[src/rtl/scf_pkg.sv]
// shared types and constants for the serial command framer
// no dependencies; imported by every module of the block
package scf_pkg;

  // item opcodes
  localparam logic OP_START   = 1'b0;
  localparam logic OP_PAYLOAD = 1'b1;

  // fixed frame bytes
  localparam logic [7:0] HEAD_A = 8'hA5;
  localparam logic [7:0] HEAD_B = 8'h7F;
  localparam logic [7:0] TAIL_A = 8'h7F;
  localparam logic [7:0] TAIL_B = 8'h5A;

  // byte positions inside a frame
  localparam int unsigned POS_W = 4;
  localparam logic [POS_W-1:0] POS_HEAD_A = 4'd0;
  localparam logic [POS_W-1:0] POS_HEAD_B = 4'd1;
  localparam logic [POS_W-1:0] POS_FLOOR  = 4'd2;
  localparam logic [POS_W-1:0] POS_ROOM   = 4'd3;
  localparam logic [POS_W-1:0] POS_CMD    = 4'd4;
  localparam logic [POS_W-1:0] POS_DATA   = 4'd5;  // length on start, byte on payload
  localparam logic [POS_W-1:0] POS_CHK    = 4'd6;
  localparam logic [POS_W-1:0] POS_TAIL_A = 4'd7;
  localparam logic [POS_W-1:0] POS_TAIL_B = 4'd8;

  // default depth of the queue between front and back
  localparam int unsigned QUEUE_DEPTH_DEF = 4;

  // one classified work entry handed from front to back
  typedef struct packed {
    logic       is_start;
    logic [7:0] floor_id;
    logic [7:0] room_id;
    logic [7:0] cmd_id;
    logic [7:0] data;      // payload_len for start, payload byte otherwise
    logic       trailer;   // append checksum and tail after data
    logic [7:0] chk;
  } entry_t;

endpackage

[src/rtl/scf_front.sv]
// front part: accepts input items, tracks frame state and checksum
// depends on scf_pkg
module scf_front (
  input  logic            clk,
  input  logic            rst_n,
  input  logic            accept,
  input  logic            in_op,
  input  logic [7:0]      in_floor_id,
  input  logic [7:0]      in_room_id,
  input  logic [7:0]      in_cmd_id,
  input  logic [7:0]      in_payload_len,
  input  logic [7:0]      in_payload_byte,
  output logic            push,
  output scf_pkg::entry_t push_entry
);
  import scf_pkg::*;

  logic       frame_open_r, frame_open_nxt;
  logic [7:0] bytes_left_r, bytes_left_nxt;
  logic [7:0] running_sum_r, running_sum_nxt;

  logic [7:0] start_sum;
  logic [7:0] pay_sum;
  logic [7:0] pay_left;
  logic       pay_ok;

  assign start_sum = in_floor_id + in_room_id + in_cmd_id + in_payload_len;
  assign pay_sum   = running_sum_r + in_payload_byte;
  assign pay_left  = bytes_left_r - 8'd1;
  assign pay_ok    = frame_open_r && (bytes_left_r != 8'd0);

  // classify the item and compute the next frame state
  always_comb begin
    frame_open_nxt  = frame_open_r;
    bytes_left_nxt  = bytes_left_r;
    running_sum_nxt = running_sum_r;
    push            = 1'b0;
    push_entry      = '0;
    if (accept) begin
      if (in_op == OP_START) begin
        push                = 1'b1;
        push_entry.is_start = 1'b1;
        push_entry.floor_id = in_floor_id;
        push_entry.room_id  = in_room_id;
        push_entry.cmd_id   = in_cmd_id;
        push_entry.data     = in_payload_len;
        push_entry.trailer  = (in_payload_len == 8'd0);
        push_entry.chk      = ~start_sum + 8'd1;
        running_sum_nxt     = start_sum;
        bytes_left_nxt      = in_payload_len;
        frame_open_nxt      = (in_payload_len != 8'd0);
      end else if (pay_ok) begin
        push                = 1'b1;
        push_entry.data     = in_payload_byte;
        push_entry.trailer  = (pay_left == 8'd0);
        push_entry.chk      = ~pay_sum + 8'd1;
        running_sum_nxt     = pay_sum;
        bytes_left_nxt      = pay_left;
        frame_open_nxt      = (pay_left != 8'd0);
      end
    end
  end

  // frame state registers
  always_ff @(posedge clk) begin
    if (!rst_n) begin
      frame_open_r  <= 1'b0;
      bytes_left_r  <= 8'd0;
      running_sum_r <= 8'd0;
    end else begin
      frame_open_r  <= frame_open_nxt;
      bytes_left_r  <= bytes_left_nxt;
      running_sum_r <= running_sum_nxt;
    end
  end

endmodule

[src/rtl/scf_queue.sv]
// short queue of classified entries between front and back
// depends on scf_pkg
module scf_queue #(
  parameter int unsigned DEPTH = scf_pkg::QUEUE_DEPTH_DEF
) (
  input  logic            clk,
  input  logic            rst_n,
  input  logic            push,
  input  scf_pkg::entry_t push_entry,
  output logic            full,
  output logic            head_valid,
  output scf_pkg::entry_t head_entry,
  input  logic            pop
);
  import scf_pkg::*;

  localparam int unsigned PTR_W = (DEPTH > 1) ? $clog2(DEPTH) : 1;
  localparam int unsigned CNT_W = $clog2(DEPTH + 1);
  localparam logic [PTR_W-1:0] PTR_LAST = PTR_W'(DEPTH - 1);
  localparam logic [CNT_W-1:0] CNT_FULL = CNT_W'(DEPTH);

  entry_t           slot_r [DEPTH];
  logic [PTR_W-1:0] wr_ptr_r, rd_ptr_r;
  logic [CNT_W-1:0] count_r;
  logic             do_push, do_pop;

  assign full       = (count_r == CNT_FULL);
  assign head_valid = (count_r != '0);
  assign head_entry = slot_r[rd_ptr_r];
  assign do_push    = push && !full;
  assign do_pop     = pop && head_valid;

  // entry storage
  always_ff @(posedge clk) begin
    if (do_push) begin
      slot_r[wr_ptr_r] <= push_entry;
    end
  end

  // pointers and fill count
  always_ff @(posedge clk) begin
    if (!rst_n) begin
      wr_ptr_r <= '0;
      rd_ptr_r <= '0;
      count_r  <= '0;
    end else begin
      if (do_push) begin
        wr_ptr_r <= (wr_ptr_r == PTR_LAST) ? '0 : wr_ptr_r + 1'b1;
      end
      if (do_pop) begin
        rd_ptr_r <= (rd_ptr_r == PTR_LAST) ? '0 : rd_ptr_r + 1'b1;
      end
      if (do_push && !do_pop) begin
        count_r <= count_r + 1'b1;
      end else if (do_pop && !do_push) begin
        count_r <= count_r - 1'b1;
      end
    end
  end

endmodule

[src/rtl/scf_back.sv]
// back part: expands queued entries into frame bytes, one per cycle unless out_ready stalls it
// depends on scf_pkg
module scf_back (
  input  logic            clk,
  input  logic            rst_n,
  input  logic            head_valid,
  input  scf_pkg::entry_t head_entry,
  output logic            pop,
  output logic            out_valid,
  input  logic            out_ready,
  output logic [7:0]      out_tx_byte,
  output logic            out_run_last,
  output logic            out_frame_end
);
  import scf_pkg::*;

  logic [POS_W-1:0] step_r, step_nxt;
  logic [POS_W-1:0] pos;
  logic [POS_W-1:0] last_pos;
  logic [7:0]       cur_byte;
  logic             is_last;
  logic             load;

  logic             out_valid_r;
  logic [7:0]       tx_byte_r;
  logic             run_last_r;
  logic             frame_end_r;

  // payload entries begin at the data position
  assign pos      = head_entry.is_start ? step_r : step_r + POS_DATA;
  assign last_pos = head_entry.trailer ? POS_TAIL_B : POS_DATA;
  assign is_last  = (pos == last_pos);
  assign load     = head_valid && (!out_valid_r || out_ready);
  assign pop      = load && is_last;

  // byte at the current position
  always_comb begin
    case (pos)
      POS_HEAD_A: cur_byte = HEAD_A;
      POS_HEAD_B: cur_byte = HEAD_B;
      POS_FLOOR:  cur_byte = head_entry.floor_id;
      POS_ROOM:   cur_byte = head_entry.room_id;
      POS_CMD:    cur_byte = head_entry.cmd_id;
      POS_DATA:   cur_byte = head_entry.data;
      POS_CHK:    cur_byte = head_entry.chk;
      POS_TAIL_A: cur_byte = TAIL_A;
      POS_TAIL_B: cur_byte = TAIL_B;
      default:    cur_byte = TAIL_B;
    endcase
  end

  // step counter within the current entry
  always_comb begin
    step_nxt = step_r;
    if (load) begin
      step_nxt = is_last ? '0 : step_r + 1'b1;
    end
  end

  always_ff @(posedge clk) begin
    if (!rst_n) begin
      step_r      <= '0;
      out_valid_r <= 1'b0;
    end else begin
      step_r <= step_nxt;
      if (load) begin
        out_valid_r <= 1'b1;
      end else if (out_ready) begin
        out_valid_r <= 1'b0;
      end
    end
  end

  // output register payload
  always_ff @(posedge clk) begin
    if (load) begin
      tx_byte_r   <= cur_byte;
      run_last_r  <= is_last;
      frame_end_r <= (pos == POS_TAIL_B);
    end
  end

  assign out_valid     = out_valid_r;
  assign out_tx_byte   = tx_byte_r;
  assign out_run_last  = run_last_r;
  assign out_frame_end = frame_end_r;

endmodule

[src/rtl/serial_command_framer_unit.sv]
// top level of the serial command framer: front, queue and back
// depends on scf_pkg, scf_front, scf_queue, scf_back
//
//  channel  ports                                   transfer
//  in       in_valid/in_ready, in_op, in_floor_id,  one start or payload item
//           in_room_id, in_cmd_id, in_payload_len,
//           in_payload_byte
//  out      out_valid/out_ready, out_tx_byte,       one frame byte
//           out_run_last, out_frame_end
//
// the front takes one item per cycle while the queue has room; the back
// emits one byte per cycle unless out_ready stalls it; a start item expands
// to 6 or 9 bytes, a payload item to 1 or 4 (the last closing the frame).
// an item's bytes pass through the queue and the output register. reset
// clears frame state, queue pointers and output valid flag. either side
// may stall on its own; the queue absorbs up to QUEUE_DEPTH pending items.
module serial_command_framer_unit #(
  parameter int unsigned QUEUE_DEPTH = scf_pkg::QUEUE_DEPTH_DEF
) (
  input  logic       clk,
  input  logic       rst_n,
  input  logic       in_valid,
  output logic       in_ready,
  input  logic       in_op,
  input  logic [7:0] in_floor_id,
  input  logic [7:0] in_room_id,
  input  logic [7:0] in_cmd_id,
  input  logic [7:0] in_payload_len,
  input  logic [7:0] in_payload_byte,
  output logic       out_valid,
  input  logic       out_ready,
  output logic [7:0] out_tx_byte,
  output logic       out_run_last,
  output logic       out_frame_end
);
  import scf_pkg::*;

  logic   accept;
  logic   push;
  entry_t push_entry;
  logic   full;
  logic   head_valid;
  entry_t head_entry;
  logic   pop;

  assign in_ready = !full;
  assign accept   = in_valid && in_ready;

  // classify items and keep the running checksum
  scf_front u_front (
    .clk             (clk),
    .rst_n           (rst_n),
    .accept          (accept),
    .in_op           (in_op),
    .in_floor_id     (in_floor_id),
    .in_room_id      (in_room_id),
    .in_cmd_id       (in_cmd_id),
    .in_payload_len  (in_payload_len),
    .in_payload_byte (in_payload_byte),
    .push            (push),
    .push_entry      (push_entry)
  );

  // decoupling queue
  scf_queue #(
    .DEPTH (QUEUE_DEPTH)
  ) u_queue (
    .clk        (clk),
    .rst_n      (rst_n),
    .push       (push),
    .push_entry (push_entry),
    .full       (full),
    .head_valid (head_valid),
    .head_entry (head_entry),
    .pop        (pop)
  );

  // byte sequencer and output register
  scf_back u_back (
    .clk           (clk),
    .rst_n         (rst_n),
    .head_valid    (head_valid),
    .head_entry    (head_entry),
    .pop           (pop),
    .out_valid     (out_valid),
    .out_ready     (out_ready),
    .out_tx_byte   (out_tx_byte),
    .out_run_last  (out_run_last),
    .out_frame_end (out_frame_end)
  );

endmodule
[config.mk]
export PLATFORM = sky130hd
export DESIGN_NAME = serial_command_framer_unit
export DESIGN_NICKNAME = d
export VERILOG_FILES = /design/src/rtl/scf_pkg.sv /design/src/rtl/scf_front.sv /design/src/rtl/scf_queue.sv /design/src/rtl/scf_back.sv /design/src/rtl/serial_command_framer_unit.sv
export SDC_FILE = /design/constraint.sdc
export NUM_CORES = 1
export LEC_CHECK = 0
export BUFFER_PORTS_ARGS = -buffer_cell sky130_fd_sc_hd__buf_4
export CAP_MARGIN = 10
export CORE_ASPECT_RATIO = 1.4
export CORE_MARGIN = 5
export CORE_UTILIZATION = 33
export CTS_CLUSTER_SIZE = 14
export DETAILED_ROUTE_END_ITERATION = 8
export GPL_TIMING_DRIVEN = 1
export HOLD_SLACK_MARGIN = 0.06
export PLACE_DENSITY = 0.55
export SETUP_SLACK_MARGIN = 0.2
export SYNTH_ARGS = -nofsm -noshare
export SYNTH_HDL_FRONTEND = slang
export SYNTH_SLANG_ARGS = --single-unit
[constraint.sdc]
create_clock -name clk -period 7.1 [get_ports clk]
set_clock_uncertainty 0.15 [all_clocks]
set_input_delay 1.42 -clock clk [delete_from_list [all_inputs] [get_ports clk]]
set_output_delay 1.42 -clock clk [all_outputs]
set_load 0.03 [all_outputs]
==> results.cfg, run 1 <==
[timing]
clock.fmax_mhz = 214
totalNegativeSetupSlack_ns = 0
slew_viol_final = 0
tightest_slew_ns = 0.914
setup_repair_after_global_routing_missed_its_margin = false
relSlewSlack = 0.390
timing.final.hold_violations = 0
layout_min_cycle_time_ns = 4.68
finalCritPeriodShare = 0.659
setup_failing_eps_final = 0

[worst_setup_path]
critPathCaptureType = flop
required_ns = 7.16
critical_path.cell_chain = buf_4 > inv_1 > fa_1 > inv_1 > fa_1 > ha_1 > fa_1 > a21o_1 > a21oi_1 > xnor2_1 > or3_1 > o21a_1 > o31ai_1 > a21oi_1
worst-endpoint-arrival_ns = 4.74
cpMostUsedCell = sky130_fd_sc_hd__fa_1
cp_max_fo = 4
cp_slowest_cell = sky130_fd_sc_hd__fa_1
crit_path_start = in_floor_id[1]
path_class = input pin to flop
r2r-start = u_front.bytes_left_r[2]
start_kind = input pin
max_stage_delay_ns = 0.53

[cts]
cts_max_path_buffers = 3
number_of_h_tree_levels = 1
cts_inserted_buffers = 21
clockRootBuffer = sky130_fd_sc_hd__clkbuf_16
ctsHoldBuffers = 0
post_cts_buffers = 0
clock_sinks = 209
clock_latency_at_the_later_pin_of_the_worst_skew_pair_ns = 0.50
clk_transition_reported_paths_ns = 0.07
tritoncts_clock_tree = yes
cts.repair.resized = 0

[synth]
yosys.area.top_type = sky130_fd_sc_hd__edfxtp_1
synth.ff_latch_count = 209
synth_async_sr_flop_share = 0
yosysWarningCount = 0
synth_area_um2 = 10300
post-synth-top-area-fraction = 0.520
synthCells = 783
synth-seq-area-share = 0.580
most_used_flip_flop_cell_after_synthesis = sky130_fd_sc_hd__edfxtp_1
postSynthNetCount = 870
synth_edf_count = 178
synth.cells.most_frequent = sky130_fd_sc_hd__edfxtp_1 (178), sky130_fd_sc_hd__nor2_1 (62), sky130_fd_sc_hd__inv_1 (49)
yosys-top-cells-area = sky130_fd_sc_hd__edfxtp_1 (52%), sky130_fd_sc_hd__mux4_2 (7.0%), sky130_fd_sc_hd__dfxtp_1 (6.0%)
syn_area_per_cell_um2 = 13.1
synth_cell_type_count = 70
yosys.cell_count.top_type = sky130_fd_sc_hd__edfxtp_1

[status]
run_status = complete, no violations

[die]
top_level_ports = 57
floorplan.core_area_um2 = 30800
die_height_um = 219
floorplan.rows = 76
initial_utilization = 0.334
dieWidth_um = 159
die-area_um2 = 34800

[final_layout]
syn_to_final_growth_pct = 14.8
post_route_cells_drive_above_1_share = 0.170
nets = 924
fillCellCount = 3001
insertedDiodeCount = 0
finish.cell_count_without_fillers = 1239

[drt]
antenna_left = 0
drtPass1Iterations = 4
num_vias = 6423
drt_wl_cell_um = 20.2
vias_per_cell = 5.18
detail_route.drc_violations = 0
route.final.wire_length_mm = 25.1
drt_iter0_markers = 426

[place]
portBuffers = 56
place_hpwl_mm = 17.8
numPlacedInstances = 1204
gpl.final_weighted_congestion = 0.840

[power]
power.leakage_nw = 4.20
vdd_ir_drop_max_v = 0.000163
power_per_cell_area_nw_per_um2 = 338

[global_routing]
gr-usage-all-layers = 0.143
grt_pass1_vias = 6730
grt_overflow = 0
grt_first_pass_wirelength_mm = 39.4
pin_count_of_the_biggest_net_entering_global_routing = 44
antenna_found_initial = 0

[min_path]
timing.hold.worst.class = flop to flop
hold_path_startpoint = u_front.running_sum_r[2]

[job]
number_of_max_cap_violations = 0
## worst max-delay path: cells and delay by family
kind | cells | cell delay [ns]
xor+xnor | 1 | 0.15
buf+inv | 3 | 0.20
fa+ha+maj | 4 | 1.61
compound gates | 5 | 0.94
simple gates | 1 | 0.42
## worst paths after layout
| path | depth (start not counted) | endpoint | slack, ns |
|---|---|---|---|
| worst max-delay path | 14 | u_queue.slot_r[2][7] | 2.42 |
| worst min-delay path | 2 | u_front.running_sum_r[2] | 0.32 |
| worst max register to register | 8 | u_queue.slot_r[0][16] | 3.00 |
| worst min register to register | 2 | u_front.running_sum_r[2] | 0.32 |
## through the flow
stage | cell area (µm²) | util | power (mW) | worst slack (ns) | hold slack (ns)
floorplan | 10300 | - | 2.52 | 2.24 | 0.286
global route | 11800 | 0.383 | 4.22 | 2.26 | 0.347
detailed placement | 11100 | 0.361 | 2.94 | 1.91 | 0.308
CTS | 11800 | 0.383 | 4.05 | 2.43 | 0.319
global placement | 11100 | 0.361 | 2.93 | 1.97 | 0.302
finish | 11800 | 0.383 | 3.99 | 2.42 | 0.321
## flip-flops by register name (all words and copies together) (netlist names), named ones only
name,count
u_queue.slot_r,168
u_back.out_tx_byte,8
u_front.bytes_left_r,8
u_front.running_sum_r,8
u_back.step_r,4
u_queue.count_r,3
u_queue.rd_ptr_r,2
u_queue.wr_ptr_r,2
u_back.out_frame_end,1
u_back.out_run_last,1
u_back.out_valid,1
u_front.frame_open_r,1
## per-layer routing
| metal | GRT usage | routed length [µm] | vias to the layer above |
|---|---|---|---|
| li1 | - | - | 3048 |
| met1 | 0.177 | 10400 | 3217 |
| met2 | 0.260 | 13100 | 119 |
| met3 | 0.0158 | 746 | 39 |
| met4 | 0.0501 | 772 | 0 |
| met5 | 0 | 0 | - |
## final cells by class
class	instances	area [µm²]	share of cell area
Inverter	51	191	0.0162
Timing Repair Buffer	66	495	0.0420
Multi-Input combinational cell	488	3980	0.338
Sequential cell	209	5970	0.506
Clock inverter	11	133	0.0112
Clock buffer	24	537	0.0455
Tap cell	390	488	0.0414
## report_power, final
| part | leakage (nW) | total, mW | switching [mW] | internal, mW |
|---|---|---|---|---|
| Sequential | 1.92 | 1.56 | 0.0723 | 1.48 |
| Clock | 0.331 | 1.11 | 0.457 | 0.651 |
| Combinational | 1.95 | 1.33 | 0.804 | 0.524 |
## placed cells by master, fill, tap and decap left out, types with 10 or more instances in the layout
cell and instances:
sky130_fd_sc_hd__nand2_1 48, sky130_fd_sc_hd__edfxtp_1 178, sky130_fd_sc_hd__mux2i_1 28, sky130_fd_sc_hd__ha_1 26
sky130_fd_sc_hd__clkbuf_16 21, sky130_fd_sc_hd__buf_4 66, sky130_fd_sc_hd__mux4_2 32, sky130_fd_sc_hd__inv_1 49
sky130_fd_sc_hd__xnor2_1 22, sky130_fd_sc_hd__xor2_1 10, sky130_fd_sc_hd__nor2_1 62, sky130_fd_sc_hd__nor3_1 19
sky130_fd_sc_hd__o22ai_1 11, sky130_fd_sc_hd__o21ai_0 19, sky130_fd_sc_hd__dfxtp_1 29, sky130_fd_sc_hd__and2_1 15
sky130_fd_sc_hd__nand2b_1 10, sky130_fd_sc_hd__fa_1 16, sky130_fd_sc_hd__a21oi_1 39
## kinds of logic after synthesis
family          after synthesis  share of synthesized area
buf+inv                      86                     0.0326
flops                       209                      0.580
mux                          65                      0.103
xor+xnor                     33                     0.0296
simple gates                197                     0.0925
fa+ha+maj                    42                     0.0628
compound gates              151                     0.0991
No activity file was read; power rests on OpenSTA's default activity.
==> run 2, diff against run 1 <==
--- a/config.mk
+++ b/config.mk
@@ -14,7 +14,7 @@
 export DETAILED_ROUTE_END_ITERATION = 8
 export GPL_TIMING_DRIVEN = 1
 export HOLD_SLACK_MARGIN = 0.06
-export PLACE_DENSITY = 0.55
+export PLACE_DENSITY = 0.57
 export SETUP_SLACK_MARGIN = 0.2
 export SYNTH_ARGS = -nofsm -noshare
 export SYNTH_HDL_FRONTEND = slang
==> constraint.sdc (replaced) <==
create_clock -name clk -period 4 [get_ports clk]
set_clock_uncertainty 0.15 [all_clocks]
set_input_delay 0.8 -clock clk [delete_from_list [all_inputs] [get_ports clk]]
set_output_delay 0.8 -clock clk [all_outputs]
set_load 0.03 [all_outputs]
==> run 2 against run 1 <==
Register-to-register slack worse by 2.5 ns. Count of clock-buffer cells in the layout rose by 5. Core utilization grew 1.4 points. Critical path type unchanged. Critical endpoint is now u_queue.slot_r[3][7]. Largest cell class unchanged.
==> results.cfg, run 2 (same netlist as run 1, synthesis figures left out) <==
[power]
sequential_fraction_of_design_power = 0.377
power.share.switching = 0.331
power.leakage_nw = 4.40
power_report.internal_total_mw = 4.86
net-switching-power_mw = 2.40
report.power.total_mw = 7.26
vdd_ir_drop_max_v = 0.000321
clockPowerShare = 0.265
power_per_cell_area_nw_per_um2 = 594
pwr-share-comb = 0.357

[cts]
cts_inserted_buffers = 21
tritoncts_clock_tree = yes
clock_latency_at_the_later_pin_of_the_worst_skew_pair_ns = 0.48
cts_max_path_buffers = 3
clockRootBuffer = sky130_fd_sc_hd__clkbuf_16
clock_sinks = 209
number_of_h_tree_levels = 1
clk_transition_reported_paths_ns = 0.06

[die]
top_level_ports = 57
die_height_um = 219
floorplan.core_area_um2 = 30800
floorplan.rows = 76
dieWidth_um = 159
initial_utilization = 0.334
die-area_um2 = 34800

[final_layout]
insertedDiodeCount = 0
regMostFlops = u_queue.slot_r
finish.cell_count_without_fillers = 1279
largest_register_ff_count = 168
most-common-layout-cells = sky130_fd_sc_hd__edfxtp_1 (178), sky130_fd_sc_hd__buf_4 (98), sky130_fd_sc_hd__nor2_1 (62), sky130_fd_sc_hd__nand2_1 (48), sky130_fd_sc_hd__inv_1 (46)
utilization = 0.397
nets = 962
final_design_area_no_fill_um2 = 12200
commonest_non_fill_non_tap_cell_in_the_layout = sky130_fd_sc_hd__edfxtp_1
syn_to_final_growth_pct = 18.9
fillCellCount = 2974
post_route_cells_drive_above_1_share = 0.225

[min_path]
hold_path_endpoint = u_back.out_valid
timing.hold.worst.class = flop to flop
hold_path_startpoint = u_back.out_valid
hold-path-cell-count = 2

[timing]
finalCritPeriodShare = 0.938
clock.fmax_mhz = 266
layout_min_cycle_time_ns = 3.75
fin_worst_hold_slack_ns = 0.324
setup_failing_eps_final = 0
setup_repair_after_global_routing_missed_its_margin = true
relSlewSlack = 0.366
tightest_slew_ns = 0.949
slew_viol_final = 0
timing.final.hold_violations = 0

[place]
gpl.final_weighted_congestion = 0.895
portBuffers = 56
dpl_cell_area_um2 = 11400
place_hpwl_mm = 18.0
numPlacedInstances = 1236

[global_routing]
globalRouteMet1Util = 0.165
grt.busiest_layer = met2
gr-usage-all-layers = 0.140
grt_first_pass_wirelength_mm = 38.4
grt_util_met3 = 0.0150
grt_overflow = 0
grt_pass1_vias = 6781
pin_count_of_the_biggest_net_entering_global_routing = 43
antenna_found_initial = 0
globalRouteMet2Util = 0.267

[worst_setup_path]
largest_delay_contributor_family_on_the_critical_path = adder cells
worst-endpoint-arrival_ns = 3.82
critical_path.cell_chain = buf_6 > inv_4 > fa_1 > inv_2 > fa_1 > ha_2 > fa_2 > a21o_1 > a21oi_2 > xnor2_2 > or3_4 > o21a_1 > o31ai_2 > a21oi_2
r2r_slack_ns = 0.55
cp_slowest_cell = sky130_fd_sc_hd__fa_1
critical_path_buf_inv_count = 3
r2r-start = u_back.step_r[1]
cp_max_fo = 4
worst_r2r_path_depth = 12
max_stage_delay_ns = 0.56
path_class = input pin to flop
reg2reg_to = u_queue.count_r[2]
required_ns = 4.07
start_kind = input pin
critPathCaptureType = flop

[drt]
detail_route.drc_violations = 0
antenna_left = 0
drtPass1Iterations = 7
vias_per_cell = 5.16
drt_iter0_markers = 400
num_vias = 6603
route.final.wire_length_mm = 25.2
drt_wl_cell_um = 19.7

[status]
run_status = complete, no violations

[job]
number_of_max_cap_violations = 0
## run 2: cell count changes in the layout (fill, tap and decap cells not counted), sizes merged
cell	previous run	this run
buf	66	104
bufinv	3	2
clkbuf	24	29
clkinv	7	3
clkinvlp	0	3
inv	52	51
## run 2: layout make-up
cell class                      count  area, µm²  area share
Clock inverter                      8        100     0.00819
Inverter                           51        201      0.0165
Multi-Input combinational cell    488       4040       0.331
Timing Repair Buffer              104        838      0.0686
Clock buffer                       29        576      0.0471
Sequential cell                   209       5970       0.489
Tap cell                          390        488      0.0399
## run 2: timing repair
item                                    4_1_cts  5_1_grt
cloned                                        0        0
resized for setup                             7        6
pin swaps                                     3        4
buffers inserted                              4        2
hold buffers                                  0        0
endpoints found under the setup margin        4        8
## run 2: power groups by stage
stage	Clock, mW	Sequential (mW)	Combinational, mW
floorplan	0	2.86	1.64
global placement	0	2.79	2.55
detailed placement	0	2.79	2.57
CTS	1.97	2.75	2.60
global route	2.08	2.77	2.82
finish	1.93	2.74	2.59
## run 2: routing by layer
layer  vias up  part of all wire
met3        33             0.035
met4         0             0.023
met1      3292              0.40
met5         -                 0
met2       162              0.54
li1       3116                 -
## run 2: worst max-delay path by stage
stage | from | endpoint | slack (ns) | cells after the start
6_report | in_room_id[1] | u_queue.slot_r[3][7] | 0.25 | 14
3_5_place_dp | in_floor_id[1] | u_queue.slot_r[3][7] | -0.40 | 14
2_1_floorplan | in_floor_id[1] | u_queue.slot_r[0][7] | -0.07 | 13
3_3_place_gp | in_floor_id[1] | u_queue.slot_r[0][7] | -0.33 | 14
4_1_cts | in_room_id[1] | u_queue.slot_r[3][7] | 0.19 | 14
5_1_grt | in_room_id[1] | u_queue.slot_r[0][7] | 0.12 | 14
## run 2: stage by stage
| step | setup TNS, ns | setup WS, ns |
|---|---|---|
| after floorplan | -0.285 | -0.0712 |
| after global placement | -3.00 | -0.333 |
| after detailed placement | -3.46 | -0.396 |
| after CTS | 0 | 0.193 |
| after global routing | 0 | 0.116 |
| final | 0 | 0.246 |
## run 2: tightest hold or removal path, delay by kind of cell (launching register included)
kind / cells / cell delay [ns]
simple gates: 1 / 0.06
flops: 1 / 0.32
compound gates: 1 / 0.05
==> run 3, diff against run 2 <==
--- a/config.mk
+++ b/config.mk
@@ -10,6 +10,7 @@
 export CORE_ASPECT_RATIO = 1.4
 export CORE_MARGIN = 5
 export CORE_UTILIZATION = 33
+export CTS_BUF_LIST = sky130_fd_sc_hd__clkbuf_8 sky130_fd_sc_hd__clkbuf_16
 export CTS_CLUSTER_SIZE = 14
 export DETAILED_ROUTE_END_ITERATION = 8
 export GPL_TIMING_DRIVEN = 1
==> run 3 against run 2 <==
Clock power about the same. Worst setup slack improved by 0.0011 ns. Cell area unchanged. Sequential cell count unchanged. Critical path type unchanged. Die area unchanged. Sequential power about the same. Non-clock buffer count unchanged. Critical path depth unchanged. Cell count unchanged. Power decreased by 0.25%. Hold slack about the same. Largest power group unchanged.
==> results.cfg, run 3 (same netlist as run 1, synthesis figures left out) <==
[status]
run_status = complete, no violations

[global_routing]
gr-usage-all-layers = 0.140
pin_count_of_the_biggest_net_entering_global_routing = 43
antenna_found_initial = 0
grt_overflow = 0
grt_first_pass_wirelength_mm = 38.4
grt_pass1_vias = 6781

[worst_setup_path]
path_class = input pin to flop
r2r_slack_ns = 0.57
r2r-start = u_back.step_r[1]
worst-endpoint-arrival_ns = 3.82
endpoint = u_queue.slot_r[3][7]
reg2reg_to = u_queue.count_r[2]
cp_max_fo = 4
worst_r2r_path_depth = 12
start_kind = input pin
critPathCaptureType = flop
required_ns = 4.07
crit_path_start = in_room_id[1]

[final_layout]
fillCellCount = 2974
post_route_cells_drive_above_1_share = 0.225
most-common-layout-cells = sky130_fd_sc_hd__edfxtp_1 (178), sky130_fd_sc_hd__buf_4 (98), sky130_fd_sc_hd__nor2_1 (62), sky130_fd_sc_hd__inv_1 (52), sky130_fd_sc_hd__nand2_1 (48)
nets = 962
regMostFlops = u_queue.slot_r
sequential_cell_area_um2 = 5970
commonest_non_fill_non_tap_cell_in_the_layout = sky130_fd_sc_hd__edfxtp_1
insertedDiodeCount = 0
syn_to_final_growth_pct = 18.9
multi_input_area_um2 = 4040
largest_register_ff_count = 168
utilization = 0.397

[power]
vdd_ir_drop_max_v = 0.000318
power_per_cell_area_nw_per_um2 = 593
report.power.total_mw = 7.24
power.leakage_nw = 4.43

[die]
floorplan.rows = 76
dieWidth_um = 159
initial_utilization = 0.334
floorplan.core_area_um2 = 30800
die_height_um = 219
die-area_um2 = 34800
top_level_ports = 57

[drt]
topRoutingLayerUsed = met4
detail_route.drc_violations = 0
vias_per_cell = 5.17
num_vias = 6608
wire_length_on_met3_um = 946
met2RoutedLength_mm = 13.6
drt_iter0_markers = 429
antenna_left = 0
drt_wl_cell_um = 19.7
route.final.wire_length_mm = 25.2
wirelength_met1_mm = 10.0
drtPass1Iterations = 5

[place]
pre_cts_ws_ns = -0.396
place_hpwl_mm = 18.0
portBuffers = 56
gpl.final_weighted_congestion = 0.895

[job]
number_of_max_cap_violations = 0

[timing]
slew_viol_final = 0
timing.final.hold_violations = 0
postLayoutSetupSlackWorst_ns = 0.247
clock.fmax_mhz = 266
relSlewSlack = 0.367
finalCritPeriodShare = 0.938
setup_repair_after_global_routing_missed_its_margin = true
tightest_slew_ns = 0.949
setup_failing_eps_final = 0
layout_min_cycle_time_ns = 3.75

[cts]
tritoncts_clock_tree = yes
number_of_h_tree_levels = 1
cts_max_path_buffers = 3
cts_inserted_buffers = 21
clockRootBuffer = sky130_fd_sc_hd__clkbuf_16
clk_transition_reported_paths_ns = 0.06
clock_sinks = 209
clock_latency_at_the_later_pin_of_the_worst_skew_pair_ns = 0.48
ctsHoldBuffers = 0

[min_path]
timing.hold.worst.class = flop to flop
-- run 3: cell types whose count changed in the layout (fill, tap and decap cells not counted), sizes merged --
| cell | before | now |
|---|---|---|
| clkbuf | 29 | 23 |
| inv | 51 | 57 |
-- run 3: worst max-delay path: stages --
cell and delay, ns:
sky130_fd_sc_hd__buf_6 0.07, sky130_fd_sc_hd__inv_4 0.03, sky130_fd_sc_hd__fa_1 0.56, sky130_fd_sc_hd__inv_2 0.06, sky130_fd_sc_hd__fa_1 0.45, sky130_fd_sc_hd__ha_2 0.20, sky130_fd_sc_hd__fa_2 0.34, sky130_fd_sc_hd__a21o_1 0.19
sky130_fd_sc_hd__a21oi_2 0.18, sky130_fd_sc_hd__xnor2_2 0.09, sky130_fd_sc_hd__or3_4 0.39, sky130_fd_sc_hd__o21a_1 0.19, sky130_fd_sc_hd__o31ai_2 0.20, sky130_fd_sc_hd__a21oi_2 0.07
-- run 3: layout make-up --
type | instances | share of cell area
Sequential cell | 209 | 0.489
Tap cell | 390 | 0.0399
Multi-Input combinational cell | 488 | 0.331
Inverter | 51 | 0.0165
Clock buffer | 23 | 0.0453
Clock inverter | 14 | 0.0100
Timing Repair Buffer | 104 | 0.0686
-- run 3: power breakdown --
part	total, mW	internal, mW	leakage (nW)	switching [mW]
Sequential	2.74	2.63	1.92	0.108
Combinational	2.59	1.09	2.16	1.51
Clock	1.91	1.12	0.343	0.786
Total	7.24	4.84	4.43	2.40
-- run 3: through the flow --
step / setup TNS, ns / cell area, µm² / hold WS (ns) / cells
2_1_floorplan: -0.285 / 10300 / 0.286 / 783
3_3_place_gp: -3.00 / 11400 / 0.294 / 1236
3_5_place_dp: -3.46 / 11400 / 0.317 / 1236
4_1_cts: 0 / 12200 / 0.329 / 1277
5_1_grt: 0 / 12200 / 0.346 / 1279
6_report: 0 / 12200 / 0.324 / 1279
-- run 3: worst min-delay path by stage --
stage	start	to	slack [ns]	cells after the start
2_1_floorplan	u_front.running_sum_r[2]	u_front.running_sum_r[2]	0.29	2
3_3_place_gp	u_front.running_sum_r[2]	u_front.running_sum_r[2]	0.29	2
3_5_place_dp	u_front.running_sum_r[2]	u_front.running_sum_r[2]	0.32	2
4_1_cts	u_queue.rd_ptr_r[1]	flop	0.33	2
5_1_grt	u_front.running_sum_r[2]	u_front.running_sum_r[2]	0.35	2
6_report	u_back.out_valid	u_back.out_valid	0.32	2
-- run 3: routing by layer --
layer / vias to the layer above / GRT usage
met5: - / 0
met4: 0 / 0.0404
met3: 35 / 0.0150
met2: 172 / 0.267
met1: 3286 / 0.165
li1: 3115 / -
-- run 3: what timing repair did --
action                                  CTS  global route
endpoints found under the setup margin    4             8
pin swaps                                 3             4
gates resized for setup                   7             6
setup buffers                             4             2
